## config.mk

```make
export PLATFORM = sky130hd
export DESIGN_NAME = terminal_key_sequence_decoder_core_flat
export DESIGN_NICKNAME = d
export VERILOG_FILES = /design/src/tksd_pkg.sv /design/src/tksd_if.sv /design/src/terminal_key_sequence_decoder_core.sv /design/src/flat_wrapper.sv
export SDC_FILE = /design/constraint.sdc
export NUM_CORES = 1
export LEC_CHECK = 0
export BUFFER_PORTS_ARGS = -buffer_cell sky130_fd_sc_hd__buf_2
export CAP_MARGIN = 20
export CORE_MARGIN = 8
export CORE_UTILIZATION = 50
export CTS_CLUSTER_SIZE = 16
export DETAILED_ROUTE_END_ITERATION = 8
export GPL_TIMING_DRIVEN = 0
export PLACE_DENSITY_LB_ADDON = 0.1
export SETUP_SLACK_MARGIN = 0.05
export SLEW_MARGIN = 20
export SYNTH_ARGS = -nofsm -noshare
export SYNTH_HDL_FRONTEND = slang
export SYNTH_SLANG_ARGS = --single-unit
```

## constraint.sdc

```tcl
create_clock -name clk -period 7.95 [get_ports clk]
set_input_delay 1.59 -clock clk [delete_from_list [all_inputs] [get_ports clk]]
set_output_delay 1.59 -clock clk [all_outputs]
set_load 0.02 [all_outputs]
```

## src/tksd_pkg.sv

```systemverilog
package tksd_pkg;

  // Sizing
  localparam int SEQ_CAPACITY_DEF = 13;
  localparam int MATCH_LEN        = 6;   // longest table text
  localparam int NSEQ             = 53;
  localparam int CODE_W           = 7;
  localparam int Q_DEPTH          = 2;
  localparam int QPW              = $clog2(Q_DEPTH);
  localparam int QCW              = $clog2(Q_DEPTH + 1);

  // Byte values with special meaning
  localparam logic [7:0] CH_TAB      = 8'd9;
  localparam logic [7:0] CH_CR       = 8'd13;
  localparam logic [7:0] CH_CTRL_Z   = 8'd26;
  localparam logic [7:0] CH_ESC      = 8'd27;
  localparam logic [7:0] CH_SPACE    = 8'd32;
  localparam logic [7:0] CH_DEL      = 8'd127;
  localparam logic [7:0] CH_LBRACKET = 8'h5B;
  localparam logic [7:0] CH_O        = 8'h4F;
  localparam logic [7:0] CH_A        = 8'h41;

  // Key codes
  localparam logic [CODE_W-1:0] K_BACK    = 7'd0;
  localparam logic [CODE_W-1:0] K_TAB     = 7'd1;
  localparam logic [CODE_W-1:0] K_ENTER   = 7'd2;
  localparam logic [CODE_W-1:0] K_ESC     = 7'd3;
  localparam logic [CODE_W-1:0] K_C_BASE  = 7'd3;  // C_A sits at base + 1
  localparam logic [CODE_W-1:0] K_F1      = 7'd28;
  localparam logic [CODE_W-1:0] K_F2      = 7'd29;
  localparam logic [CODE_W-1:0] K_F3      = 7'd30;
  localparam logic [CODE_W-1:0] K_F4      = 7'd31;
  localparam logic [CODE_W-1:0] K_F5      = 7'd32;
  localparam logic [CODE_W-1:0] K_F6      = 7'd33;
  localparam logic [CODE_W-1:0] K_F7      = 7'd34;
  localparam logic [CODE_W-1:0] K_F8      = 7'd35;
  localparam logic [CODE_W-1:0] K_F9      = 7'd36;
  localparam logic [CODE_W-1:0] K_F10     = 7'd37;
  localparam logic [CODE_W-1:0] K_F11     = 7'd38;
  localparam logic [CODE_W-1:0] K_F12     = 7'd39;
  localparam logic [CODE_W-1:0] K_SF1     = 7'd40;
  localparam logic [CODE_W-1:0] K_SF2     = 7'd41;
  localparam logic [CODE_W-1:0] K_SF3     = 7'd42;
  localparam logic [CODE_W-1:0] K_SF4     = 7'd43;
  localparam logic [CODE_W-1:0] K_SF5     = 7'd44;
  localparam logic [CODE_W-1:0] K_SF6     = 7'd45;
  localparam logic [CODE_W-1:0] K_SF7     = 7'd46;
  localparam logic [CODE_W-1:0] K_SF8     = 7'd47;
  localparam logic [CODE_W-1:0] K_SF9     = 7'd48;
  localparam logic [CODE_W-1:0] K_SF10    = 7'd49;
  localparam logic [CODE_W-1:0] K_SF11    = 7'd50;
  localparam logic [CODE_W-1:0] K_SF12    = 7'd51;
  localparam logic [CODE_W-1:0] K_UP      = 7'd52;
  localparam logic [CODE_W-1:0] K_DOWN    = 7'd53;
  localparam logic [CODE_W-1:0] K_RIGHT   = 7'd54;
  localparam logic [CODE_W-1:0] K_LEFT    = 7'd55;
  localparam logic [CODE_W-1:0] K_HOME    = 7'd56;
  localparam logic [CODE_W-1:0] K_END     = 7'd57;
  localparam logic [CODE_W-1:0] K_INS     = 7'd58;
  localparam logic [CODE_W-1:0] K_DEL     = 7'd59;
  localparam logic [CODE_W-1:0] K_PGUP    = 7'd60;
  localparam logic [CODE_W-1:0] K_PGDN    = 7'd61;
  localparam logic [CODE_W-1:0] K_C_UP    = 7'd62;
  localparam logic [CODE_W-1:0] K_C_DOWN  = 7'd63;
  localparam logic [CODE_W-1:0] K_C_RIGHT = 7'd64;
  localparam logic [CODE_W-1:0] K_C_LEFT  = 7'd65;
  localparam logic [CODE_W-1:0] K_C_HOME  = 7'd66;
  localparam logic [CODE_W-1:0] K_C_END   = 7'd67;
  localparam logic [CODE_W-1:0] K_C_INS   = 7'd68;
  localparam logic [CODE_W-1:0] K_C_DEL   = 7'd69;
  localparam logic [CODE_W-1:0] K_C_PGUP  = 7'd70;
  localparam logic [CODE_W-1:0] K_C_PGDN  = 7'd71;
  localparam logic [CODE_W-1:0] K_S_TAB   = 7'd72;
  localparam logic [CODE_W-1:0] K_S_ENTER = 7'd73;

  typedef struct packed {
    logic              is_named;
    logic [CODE_W-1:0] key_code;
    logic [7:0]        char_value;
  } key_result_t;

  // Text is right-justified: the first character sits in the highest used byte.
  typedef struct packed {
    logic [8*MATCH_LEN-1:0] text;
    logic [2:0]             len;
    logic [CODE_W-1:0]      code;
  } seq_entry_t;

  localparam seq_entry_t SEQ_TABLE [NSEQ] = '{
    '{"O2P", 3'd3, K_SF1}, '{"O2Q", 3'd3, K_SF2}, '{"O2R", 3'd3, K_SF3},
    '{"O2S", 3'd3, K_SF4}, '{"OM", 3'd2, K_S_ENTER}, '{"OP", 3'd2, K_F1},
    '{"OQ", 3'd2, K_F2}, '{"OR", 3'd2, K_F3}, '{"OS", 3'd2, K_F4},
    '{"[15;2~", 3'd6, K_SF5}, '{"[15~", 3'd4, K_F5},
    '{"[17;2~", 3'd6, K_SF6}, '{"[17~", 3'd4, K_F6},
    '{"[18;2~", 3'd6, K_SF7}, '{"[18~", 3'd4, K_F7},
    '{"[19;2~", 3'd6, K_SF8}, '{"[19~", 3'd4, K_F8},
    '{"[1;5A", 3'd5, K_C_UP}, '{"[1;5B", 3'd5, K_C_DOWN},
    '{"[1;5C", 3'd5, K_C_RIGHT}, '{"[1;5D", 3'd5, K_C_LEFT},
    '{"[1;5F", 3'd5, K_C_END}, '{"[1;5H", 3'd5, K_C_HOME},
    '{"[1~", 3'd3, K_HOME},
    '{"[20;2~", 3'd6, K_SF9}, '{"[20~", 3'd4, K_F9},
    '{"[21;2~", 3'd6, K_SF10}, '{"[21~", 3'd4, K_F10},
    '{"[23;2~", 3'd6, K_SF11}, '{"[23~", 3'd4, K_F11},
    '{"[24;2~", 3'd6, K_SF12}, '{"[24~", 3'd4, K_F12},
    '{"[2;5~", 3'd5, K_C_INS}, '{"[2~", 3'd3, K_INS},
    '{"[3;5~", 3'd5, K_C_DEL}, '{"[3~", 3'd3, K_DEL},
    '{"[4~", 3'd3, K_END},
    '{"[5;5~", 3'd5, K_C_PGUP}, '{"[5~", 3'd3, K_PGUP},
    '{"[6;5~", 3'd5, K_C_PGDN}, '{"[6~", 3'd3, K_PGDN},
    '{"[A", 3'd2, K_UP}, '{"[B", 3'd2, K_DOWN}, '{"[C", 3'd2, K_RIGHT},
    '{"[D", 3'd2, K_LEFT}, '{"[F", 3'd2, K_END}, '{"[H", 3'd2, K_HOME},
    '{"[Z", 3'd2, K_S_TAB},
    '{"[[A", 3'd3, K_F1}, '{"[[B", 3'd3, K_F2}, '{"[[C", 3'd3, K_F3},
    '{"[[D", 3'd3, K_F4}, '{"[[E", 3'd3, K_F5}
  };

  // Character i of a table entry, counted from the start of its text.
  function automatic logic [7:0] entry_byte(seq_entry_t ent, int i);
    int sh;
    sh = int'(ent.len) - 1 - i;
    if (sh < 0) begin
      return 8'd0;
    end
    return ent.text[8*sh +: 8];
  endfunction

endpackage

```

## src/tksd_if.sv

```systemverilog
interface tksd_byte_if ();
  logic       valid;
  logic       ready;
  logic       cmd;
  logic [7:0] byte_value;

  modport source (output valid, output cmd, output byte_value, input ready);
  modport sink   (input valid, input cmd, input byte_value, output ready);
endinterface

interface tksd_key_if import tksd_pkg::*; ();
  logic              valid;
  logic              ready;
  logic              is_named;
  logic [CODE_W-1:0] key_code;
  logic [7:0]        char_value;
  logic              last;

  modport source (output valid, output is_named, output key_code, output char_value,
                  output last, input ready);
  modport sink   (input valid, input is_named, input key_code, input char_value,
                  input last, output ready);
endinterface

```

## src/terminal_key_sequence_decoder_core.sv

```systemverilog
// Path: byte beat -> input register -> decode -> result queue -> key port.
// Throughput: one byte beat per cycle while the result queue has room; a byte that
//   yields ESC plus a second key holds its result queue entry for two key beats, set
//   by the single key port.
// Reset (rst, synchronous): closes any open sequence and empties the input stage
//   and the two-entry result queue; the sequence byte buffer is not cleared.
module terminal_key_sequence_decoder_core import tksd_pkg::*; #(
  parameter int SEQ_CAPACITY = SEQ_CAPACITY_DEF
) (
  input  logic         clk,
  input  logic         rst,
  tksd_byte_if.sink    bytes,
  tksd_key_if.source   keys
);

  // pos: 0 idle, 1 ESC seen, p >= 2 means p-1 bytes held; saturates at capacity+1
  localparam int PW = $clog2(SEQ_CAPACITY + 2);
  localparam int IW = $clog2(SEQ_CAPACITY);

  typedef struct packed {
    logic        hit;    // a key comes out
    logic        opens;  // byte was ESC
    key_result_t res;
  } plain_t;

  typedef struct packed {
    logic        two;    // ESC in r0, second key in r1
    key_result_t r0;
    key_result_t r1;
  } q_entry_t;

  // ---------------------------------------------------------------------------
  // Input register
  // ---------------------------------------------------------------------------
  logic       s1_valid;
  logic       s1_cmd;
  logic [7:0] s1_byte;
  logic       s1_adv;
  logic       in_fire;

  // ---------------------------------------------------------------------------
  // Sequence state
  // ---------------------------------------------------------------------------
  logic [PW-1:0] pos, pos_next;
  logic [7:0]    seq_buffer [SEQ_CAPACITY];
  logic          buf_we;
  logic [IW-1:0] buf_idx;

  // ---------------------------------------------------------------------------
  // Result queue
  // ---------------------------------------------------------------------------
  q_entry_t       q [Q_DEPTH];
  logic [QPW-1:0] wr_ptr, rd_ptr;
  logic [QCW-1:0] count;
  logic           sub;        // which beat of the head entry is on the port
  logic           push, pop, beat_last;
  q_entry_t       new_entry;
  key_result_t    cur;

  // Decode logic
  logic          idle;
  logic [1:0]    n_res;
  key_result_t   res_a, res_b;
  plain_t        plain;
  logic          final_byte;
  logic [PW-1:0] pos_m1;
  logic [PW-1:0] match_len;
  logic [7:0]    cand [MATCH_LEN];
  logic          m_hit;
  logic [CODE_W-1:0] m_code;

  // Byte decode with no sequence open
  function automatic plain_t decode_plain(logic [7:0] ch);
    plain_t p;
    logic [CODE_W-1:0] c;
    p = '0;
    c = K_C_BASE + {{(CODE_W-5){1'b0}}, ch[4:0]};
    if (ch > CH_TAB) begin
      c = c - 7'd1;
    end
    if (ch > CH_CR) begin
      c = c - 7'd1;
    end
    if (ch == CH_DEL) begin
      p.hit = 1'b1;
      p.res.is_named = 1'b1;
      p.res.key_code = K_BACK;
    end else if (ch >= CH_SPACE) begin
      p.hit = 1'b1;
      p.res.char_value = ch;
    end else if (ch == CH_TAB) begin
      p.hit = 1'b1;
      p.res.is_named = 1'b1;
      p.res.key_code = K_TAB;
    end else if (ch == CH_CR) begin
      p.hit = 1'b1;
      p.res.is_named = 1'b1;
      p.res.key_code = K_ENTER;
    end else if (ch != 8'd0 && ch <= CH_CTRL_Z) begin
      p.hit = 1'b1;
      p.res.is_named = 1'b1;
      p.res.key_code = c;
    end else if (ch == CH_ESC) begin
      p.opens = 1'b1;
    end
    return p;
  endfunction

  assign idle       = s1_cmd || (s1_byte == 8'd0);
  assign plain      = decode_plain(s1_byte);
  assign final_byte = (s1_byte >= CH_A) && (s1_byte != CH_LBRACKET);
  assign pos_m1     = pos - PW'(1);
  assign buf_idx    = pos_m1[IW-1:0];
  assign match_len  = (pos <= PW'(SEQ_CAPACITY)) ? pos : PW'(SEQ_CAPACITY);

  // Text as it stands once this byte is stored; the new byte lands at pos-1.
  always_comb begin
    for (int i = 0; i < MATCH_LEN; i++) begin
      cand[i] = (pos == PW'(i + 1)) ? s1_byte : seq_buffer[i];
    end
  end

  // Parallel exact match against the table; entries are distinct.
  always_comb begin
    logic h;
    m_hit  = 1'b0;
    m_code = '0;
    for (int e = 0; e < NSEQ; e++) begin
      h = (match_len == PW'(SEQ_TABLE[e].len));
      for (int i = 0; i < MATCH_LEN; i++) begin
        if (i < int'(SEQ_TABLE[e].len) && entry_byte(SEQ_TABLE[e], i) != cand[i]) begin
          h = 1'b0;
        end
      end
      if (h) begin
        m_hit  = 1'b1;
        m_code = m_code | SEQ_TABLE[e].code;
      end
    end
  end

  // Step of the decoder for the byte in the input register
  always_comb begin
    key_result_t esc;
    esc          = '0;
    esc.is_named = 1'b1;
    esc.key_code = K_ESC;
    n_res    = 2'd0;
    res_a    = '0;
    res_b    = '0;
    pos_next = pos;
    buf_we   = 1'b0;
    if (idle) begin
      if (pos == PW'(1)) begin
        n_res    = 2'd1;
        res_a    = esc;
        pos_next = '0;
      end
    end else if (pos == '0) begin
      n_res = {1'b0, plain.hit};
      res_a = plain.res;
      if (plain.opens) begin
        pos_next = PW'(1);
      end
    end else if (pos == PW'(1)) begin
      if (s1_byte != CH_LBRACKET && s1_byte != CH_O) begin
        // lone ESC, then this byte decoded from scratch
        n_res    = plain.hit ? 2'd2 : 2'd1;
        res_a    = esc;
        res_b    = plain.res;
        pos_next = plain.opens ? PW'(1) : '0;
      end else begin
        buf_we   = 1'b1;
        pos_next = PW'(2);
      end
    end else begin
      if (pos <= PW'(SEQ_CAPACITY)) begin
        buf_we   = 1'b1;
        pos_next = pos + PW'(1);
      end
      if (final_byte) begin
        pos_next = '0;
        if (m_hit) begin
          n_res          = 2'd1;
          res_a.is_named = 1'b1;
          res_a.key_code = m_code;
        end
      end
    end
  end

  // Input stage moves on when the queue has room for a whole entry.
  assign s1_adv      = s1_valid && (count < QCW'(Q_DEPTH));
  assign bytes.ready = !s1_valid || s1_adv;
  assign in_fire     = bytes.valid && bytes.ready;

  always_ff @(posedge clk) begin
    if (rst) begin
      s1_valid <= 1'b0;
    end else if (in_fire) begin
      s1_valid <= 1'b1;
    end else if (s1_adv) begin
      s1_valid <= 1'b0;
    end
  end

  always_ff @(posedge clk) begin
    if (in_fire) begin
      s1_cmd  <= bytes.cmd;
      s1_byte <= bytes.byte_value;
    end
  end

  always_ff @(posedge clk) begin
    if (rst) begin
      pos <= '0;
    end else if (s1_adv) begin
      pos <= pos_next;
    end
  end

  always_ff @(posedge clk) begin
    if (s1_adv && buf_we) begin
      seq_buffer[buf_idx] <= s1_byte;
    end
  end

  // Result queue: one entry per byte that yields anything
  assign new_entry.two = (n_res == 2'd2);
  assign new_entry.r0  = res_a;
  assign new_entry.r1  = res_b;
  assign push          = s1_adv && (n_res != 2'd0);

  assign cur       = sub ? q[rd_ptr].r1 : q[rd_ptr].r0;
  assign beat_last = sub || !q[rd_ptr].two;
  assign pop       = keys.valid && keys.ready && beat_last;

  assign keys.valid      = (count != '0);
  assign keys.is_named   = cur.is_named;
  assign keys.key_code   = cur.key_code;
  assign keys.char_value = cur.char_value;
  assign keys.last       = beat_last;

  always_ff @(posedge clk) begin
    if (push) begin
      q[wr_ptr] <= new_entry;
    end
  end

  always_ff @(posedge clk) begin
    if (rst) begin
      wr_ptr <= '0;
      rd_ptr <= '0;
      count  <= '0;
      sub    <= 1'b0;
    end else begin
      if (push) begin
        wr_ptr <= wr_ptr + QPW'(1);
      end
      if (pop) begin
        rd_ptr <= rd_ptr + QPW'(1);
        sub    <= 1'b0;
      end else if (keys.valid && keys.ready) begin
        sub <= 1'b1;
      end
      case ({push, pop})
        2'b10:   count <= count + QCW'(1);
        2'b01:   count <= count - QCW'(1);
        default: count <= count;
      endcase
    end
  end

endmodule

```

## src/flat_wrapper.sv

```systemverilog
// flat-port wrapper written by rule: the top's interface ports become plain ports
module terminal_key_sequence_decoder_core_flat import tksd_pkg::*;
#(
  parameter int SEQ_CAPACITY = SEQ_CAPACITY_DEF
)
  (clk, rst, bytes_valid, bytes_cmd, bytes_byte_value, bytes_ready, keys_valid, keys_is_named, keys_key_code, keys_char_value, keys_last, keys_ready);
  tksd_byte_if bytes_i ();
  tksd_key_if keys_i ();
  input  logic clk;
  input  logic rst;
  input wire logic [$bits(bytes_i.valid)-1:0] bytes_valid;
  input wire logic [$bits(bytes_i.cmd)-1:0] bytes_cmd;
  input wire logic [$bits(bytes_i.byte_value)-1:0] bytes_byte_value;
  output wire logic [$bits(bytes_i.ready)-1:0] bytes_ready;
  output wire logic [$bits(keys_i.valid)-1:0] keys_valid;
  output wire logic [$bits(keys_i.is_named)-1:0] keys_is_named;
  output wire logic [$bits(keys_i.key_code)-1:0] keys_key_code;
  output wire logic [$bits(keys_i.char_value)-1:0] keys_char_value;
  output wire logic [$bits(keys_i.last)-1:0] keys_last;
  input wire logic [$bits(keys_i.ready)-1:0] keys_ready;
  assign bytes_i.valid = bytes_valid;
  assign bytes_i.cmd = bytes_cmd;
  assign bytes_i.byte_value = bytes_byte_value;
  assign bytes_ready = bytes_i.ready;
  assign keys_valid = keys_i.valid;
  assign keys_is_named = keys_i.is_named;
  assign keys_key_code = keys_i.key_code;
  assign keys_char_value = keys_i.char_value;
  assign keys_last = keys_i.last;
  assign keys_i.ready = keys_ready;
  terminal_key_sequence_decoder_core #(.SEQ_CAPACITY(SEQ_CAPACITY)) u_core (.clk(clk), .rst(rst), .bytes(bytes_i), .keys(keys_i));
endmodule
```

# Yosys cells after proc, flatten, opt, wreduce, memory -nomap -nowiden
# Memory sizes are Yosys's and may differ from the RTL's. A register that Yosys moved wholly into a read port is not among the register bits.
# Cells that the tools add are included.
totals:
  reg_bits: 19
  ram_bits: 170
  in_bits: 13
  out_inout_bits: 19
  elab_cells: 532
  memories: 2
mem_list:
  columns: ["name", "words", "width", "read_ports", "rd_clocked_by_memory_dff", "write_ports", "line_no", "rtl"]
  rows:
  - ["u_core.seq_buffer", 13, 8, 6, 0, 1, "terminal_key_sequence_decoder_core.sv:45", "logic [7:0] seq_buffer [SEQ_CAPACITY];"]
  - ["u_core.q", 2, 33, 1, 1, 1, "terminal_key_sequence_decoder_core.sv:52", "q_entry_t q [Q_DEPTH];"]
classes:
  n_addsub: 9
  order_cmp: 7
  n_eq_ne: 74
  n_mux: 405
  reduce_logical: 27
ops:
  columns: ["cell", "count"]
  rows:
  - ["16-bit two-way mux", 20]
  - ["8-bit two-way mux", 37]
  - ["7-bit by 8-bit inequality test with 1-bit output, first input constant", 34]
  - ["1-bit two-way mux", 243]
  - ["6-bit two-way mux", 35]
  - ["6-bit by 8-bit inequality test with 1-bit output, first input constant", 18]
  - ["4-bit two-way mux", 26]
  - ["7-bit two-way mux", 12]
  - ["2-bit two-way mux", 21]
  - ["5-bit two-way mux", 8]
  - ["4-bit by 3-bit equality test with 1-bit output, second input constant", 6]
  - ["9-bit two-way mux", 2]
  - ["4-bit by 2-bit equality test with 1-bit output, second input constant", 4]
  - ["8-bit by 4-bit equality test with 1-bit output, second input constant", 2]
  - ["8-bit by 4-bit > comparator with 1-bit output, second input constant", 2]
  - ["8-bit by 7-bit inequality test with 1-bit output, second input constant", 2]
  - ["7-bit by 1-bit subtractor with 7-bit output, second input constant", 2]
  - ["2-bit nonzero test", 5]
  - ["1-bit logical AND", 9]
  - ["3-bit nonzero test", 3]
  - ["8-bit by 5-bit equality test with 1-bit output, second input constant", 1]
  - ["8-bit by 7-bit equality test with 1-bit output, second input constant", 1]
  - ["8-bit by 6-bit >= comparator with 1-bit output, second input constant", 1]
  - ["8-bit by 7-bit >= comparator with 1-bit output, second input constant", 1]
  - ["22 further kinds", 27]

# Depth between registers and ports, before layout
logic_depth:
  word_depth: 79
  mapped_depth: 14
  depth_no_buf: 12

# Worst setup path before layout
# No wires, ideal clock.
synth_path:
  path_type: "flip-flop to flip-flop"
  from: "register u_core.pos[1]"
  to: "memory u_core.q[0][0] in the netlist's numbering, enable pin"
  setup_time_ps: 427
  arrival_time_ps: 4252
  t_required_ps: 7523
  slack_ps: 3271
  stages_incl_launch_ff: 13
  path_buffers: 1
  period_less_slack_ps: 4679
  path_cell_list: "dfxtp_1 > inv_1 > ha_1 > and3b_1 > buf_2 > or3_1 > o32a_1 > nor4_1 > a31oi_1 > o2111ai_1 > or4_4 > o211a_4 > nor2b_1"
synth_via:
  elab_chain_cells: 78
  word_cells_on_any_way: 265
  cone_classes: "order compare (1); eq/ne (63); mux (198); reduce/logical (3)"
synth_lines:
  columns: ["item", "line_no", "rtl"]
  rows:
  - ["start: declaration", "terminal_key_sequence_decoder_core.sv:44", "logic [PW-1:0] pos, pos_next;"]
  - ["start signal: assignment", "terminal_key_sequence_decoder_core.sv:218", "pos <= pos_next;"]
  - ["4-bit less-or-equal comparator or 4-bit by 1-bit equality test with 1-bit output (tied branches)", null, null]
  - ["4-bit two-way mux or 8-bit two-way mux (tied branches)", "terminal_key_sequence_decoder_core.sv:114, terminal_key_sequence_decoder_core.sv:119", null]
  - ["4-bit by 2-bit equality test with 1-bit output or 7-bit by 8-bit inequality test with 1-bit output (tied branches)", "terminal_key_sequence_decoder_core.sv:129, terminal_key_sequence_decoder_core.sv:131", null]
  - ["1-bit two-way mux (3 in series)", "terminal_key_sequence_decoder_core.sv:131", "if (i < int'(SEQ_TABLE[e].len) && entry_byte(SEQ_TABLE[e], i) != cand[i]) begin"]
  - ["1-bit two-way mux (53 in series)", "terminal_key_sequence_decoder_core.sv:135", "if (h) begin"]
  - ["1-bit two-way mux", "terminal_key_sequence_decoder_core.sv:183", "if (m_hit) begin"]
  - ["2-bit two-way mux", "terminal_key_sequence_decoder_core.sv:181", "if (final_byte) begin"]
  - ["2-bit two-way mux", "terminal_key_sequence_decoder_core.sv:165", "end else if (pos == PW'(1)) begin"]
  - ["[8 not listed]", null, null]
  - ["2-bit two-way mux", "terminal_key_sequence_decoder_core.sv:153", "if (idle) begin"]
  - ["2-bit two-way mux", "terminal_key_sequence_decoder_core.sv:159", "end else if (pos == '0) begin"]
  - ["2-bit two-way mux", "terminal_key_sequence_decoder_core.sv:153", null]
  - ["2-bit two-way mux (*)", "terminal_key_sequence_decoder_core.sv:153", null]
  - ["2-bit nonzero test (*)", "terminal_key_sequence_decoder_core.sv:232", "assign push = s1_adv && (n_res != 2'd0);"]
  - ["1-bit logical AND (*)", "terminal_key_sequence_decoder_core.sv:232", null]
  - ["1-bit two-way mux (*)", "terminal_key_sequence_decoder_core.sv:245", "if (push) begin"]
  - ["1-bit two-way mux (not written as such) (*)", "terminal_key_sequence_decoder_core.sv:246", "q[wr_ptr] <= new_entry;"]
  - ["end: declaration", "terminal_key_sequence_decoder_core.sv:52", null]
# Mark *: on every way between the ends. The rest lies on a longest branch, timed or not. The select of a mux whose other input is x is not followed.

# Final worst setup path
layout_path:
  from: "register u_core.pos[1]"
  to: "memory u_core.q[1][16] in the netlist's numbering, enable pin"
# Same word-level chain as after synthesis.

==> metrics.cfg <==
[routing]
remaining_drc_errors = 0
drt_wl_total_mm = 25.7
postRouteAntennaNets = 0
via_count = 6760
wire_per_inst_microns = 24.8
viasPerCell = 6.51
firstDrtPassIters = 7
first_iter_violations = 592

[logic_synthesis]
synth_cell_type_count = 81
async_flop_share = 0
ys_top_cells_by_count = edfxtp_1 (123), nand2_1 (71), nor2_1 (60)
yosysSeqAreaShare = 0.485
yosys_warnings = 0
synth_area_leaders = edfxtp_1 (46%), mux4_2 (4.5%), nand2_1 (3.3%)
syn_area_per_cell_sq_um = 10.7
synth.most_common_cell = edfxtp_1
ys.flop_type = edfxtp_1
synth.largest_area_cell = edfxtp_1
synthCells = 757
ys_ff_latch = 134
yosysTopAreaCellShare = 0.458
netlist_area_sq_um = 8070
synth_edf_count = 123
postSynthNetCount = 785

[worst_setup_path]
reg2reg_depth = 11
critPathBufInv = 1
crit_chain = ha_1 > or3b_1 > buf_6 > mux2i_1 > a211oi_1 > o21a_1 > o21ai_0 > o311ai_1 > or4_4 > o211a_4 > and2_2
r2r-end = u_core.q[1][16]
start_kind = flip-flop
cp_max_fo = 33
regToRegSetupSlack_ps = 3160
arrival_ps = 4870
endpoint_kind = flip-flop
cpPeakStageDelay_ps = 630
critPathKind = reg2reg
r2r-start = u_core.pos[1]
crit_required_ps = 8030
cpMaxStageDelayCell = or4_4
cp_top_family = compound AO/OA/AOI/OAI gates

[layout]
drive_gt1_frac = 0.153
area_growth_pct = 13.2
design_area_sq_um = 9140
diodes = 0
final_nets = 837
regArea_sq_um = 3910
fillers = 1350
multi_input_area_sq_um = 3940

[power]
combPwrFrac = 0.069
powerDensity_nw_per_um2 = 187
cellInternalPower_mw = 1.30
switching_share = 0.242
power.total_mw = 1.71
power_switching_mw = 0.414
power_frac_seq = 0.463
ir_drop_mv = 0.139
leakagePower_nw = 3.00
pwr-share-clk = 0.468

[floorplanning]
rows = 46
initial_utilization = 0.510
die_w_microns = 143
num_io_pins = 32
die_h_microns = 143
core_area_sq_um = 15800
die_area_sq_um = 20500

[timing]
rsz0062_at_grt = false
holdWs_ps = 542
tns_ps = 0
slew-limit-headroom = 0.366
hold_viol = 0
finalSetupViolCount = 0
fin_skew_ps = 11.3
period_share = 0.602
fmax_mhz = 209
drv_slew = 0
worst_slew_pin_slew_ps = 943
min_period_ps = 4790

[global_route]
overflow = 0
grt_pass1_wl_mm = 39.0
grtUsageTotal = 0.260
grt_max_degree = 34
antenna_found_initial = 0
grt_pass1_vias = 6645

[clocking]
cts.sinks = 134
cts_buffers = 17
clockBufferDepth = 2
cts_root_buf = clkbuf_16
cts-resized-gates = 0
cts_tree = done
clock_latency_ps = 430
cts_setup_buffers = 0
clk_pin_slew_ps = 60
h-tree-depth = 4
cts_hold_buf = 0

[placement]
placed_area_sq_um = 8530
portBuffers = 31
hpwlAfterDp_mm = 19.5
place_congestion = 1.00

[run_status]
status = finished clean

[hold_path]
hold_start = u_core.s1_valid
holdPathStages = 2
hold_end = u_core.count[1]
hp-class = reg2reg

[job]
maxCapViolCount = 0

-- per-layer routing --
layer / GRT usage / wire [microns] / up-vias
met4: 0.128 / 1020 / 0
met3: 0.0424 / 1600 / 67
li1: - / - / 3049
met5: 0 / 0 / -
met2: 0.441 / 12700 / 305
met1: 0.313 / 10400 / 3339
-- cell families after synthesis --
family                   Yosys count  share of synthesized area
AND/OR/NAND/NOR                  354                      0.248
AO/OA/AOI/OAI                    158                      0.132
flip-flops                       134                      0.485
buffers and inverters             49                     0.0285
multiplexers                      32                     0.0674
XOR/XNOR                          15                     0.0163
adder cells (fa/ha/maj)           15                     0.0233
-- placed cells by master (no fill, tap or decap), types with 21 or more instances in the layout --
cell,n
edfxtp_1,123
nand2_1,71
nor2_1,60
buf_2,44
o21ai_0,33
a21oi_1,31
nand3_1,30
and2_1,28
nand4_1,21
-- through the flow --
step / worst slack, ps / std cells / util
5_1_grt: 3070 / 1038 / 0.577
3_5_place_dp: 3100 / 1005 / 0.539
4_1_cts: 3100 / 1037 / 0.577
6_report: 3160 / 1038 / 0.577
3_3_place_gp: 1580 / 1004 / 0.537
2_1_floorplan: 3270 / 757 / -
-- cell type report --
class	count	share of cell area
Multi-Input combinational cell	574	0.431
Clock buffer	18	0.0481
Clock inverter	14	0.0178
Buffer	36	0.0199
Timing Repair Buffer	33	0.0197
Tap cell	216	0.0296
Inverter	13	0.00534
Sequential cell	134	0.428
-- worst reg2reg max path, stage by stage (launching register included) --
cell and delay [ps]:
dfxtp_1 500, ha_1 420, or3b_1 400, buf_6 170, mux2i_1 360, a211oi_1 170
o21a_1 150, o21ai_0 580, o311ai_1 300, or4_4 630, o211a_4 290, and2_2 450
-- registers in the layout, summed over array words and instances (netlist names), named ones only --
signal             cells
u_core.q              66
u_core.seq_buffer     48
u_core.s1_byte         8
u_core.pos             4
u_core.count           2
u_core.rd_ptr          1
u_core.s1_cmd          1
u_core.s1_valid        1
u_core.sub             1
u_core.wr_ptr          1
-- power groups by stage --
stage	registers, mW	logic, mW	clock network, mW
floorplan	0.800	0.0785	0
global placement	0.807	0.113	0
detailed placement	0.808	0.116	0
CTS	0.793	0.117	0.806
finish	0.792	0.118	0.801
global route	0.794	0.127	0.835
-- worst max path at each step --
stage,slack (ps),endpoint,from,cells after the start
global route,3070,u_core.q[1][21],u_core.s1_byte[4],10
floorplan,3270,u_core.q[0][0],u_core.pos[1],12
CTS,3100,u_core.q[1][21],u_core.s1_byte[1],9
global placement,1580,u_core.q[0][0],u_core.s1_byte[1],9
detailed placement,3100,u_core.q[1][1],u_core.s1_byte[1],9
finish,3160,u_core.q[1][16],u_core.pos[1],11
No activity file was read; power rests on OpenSTA's default activity.
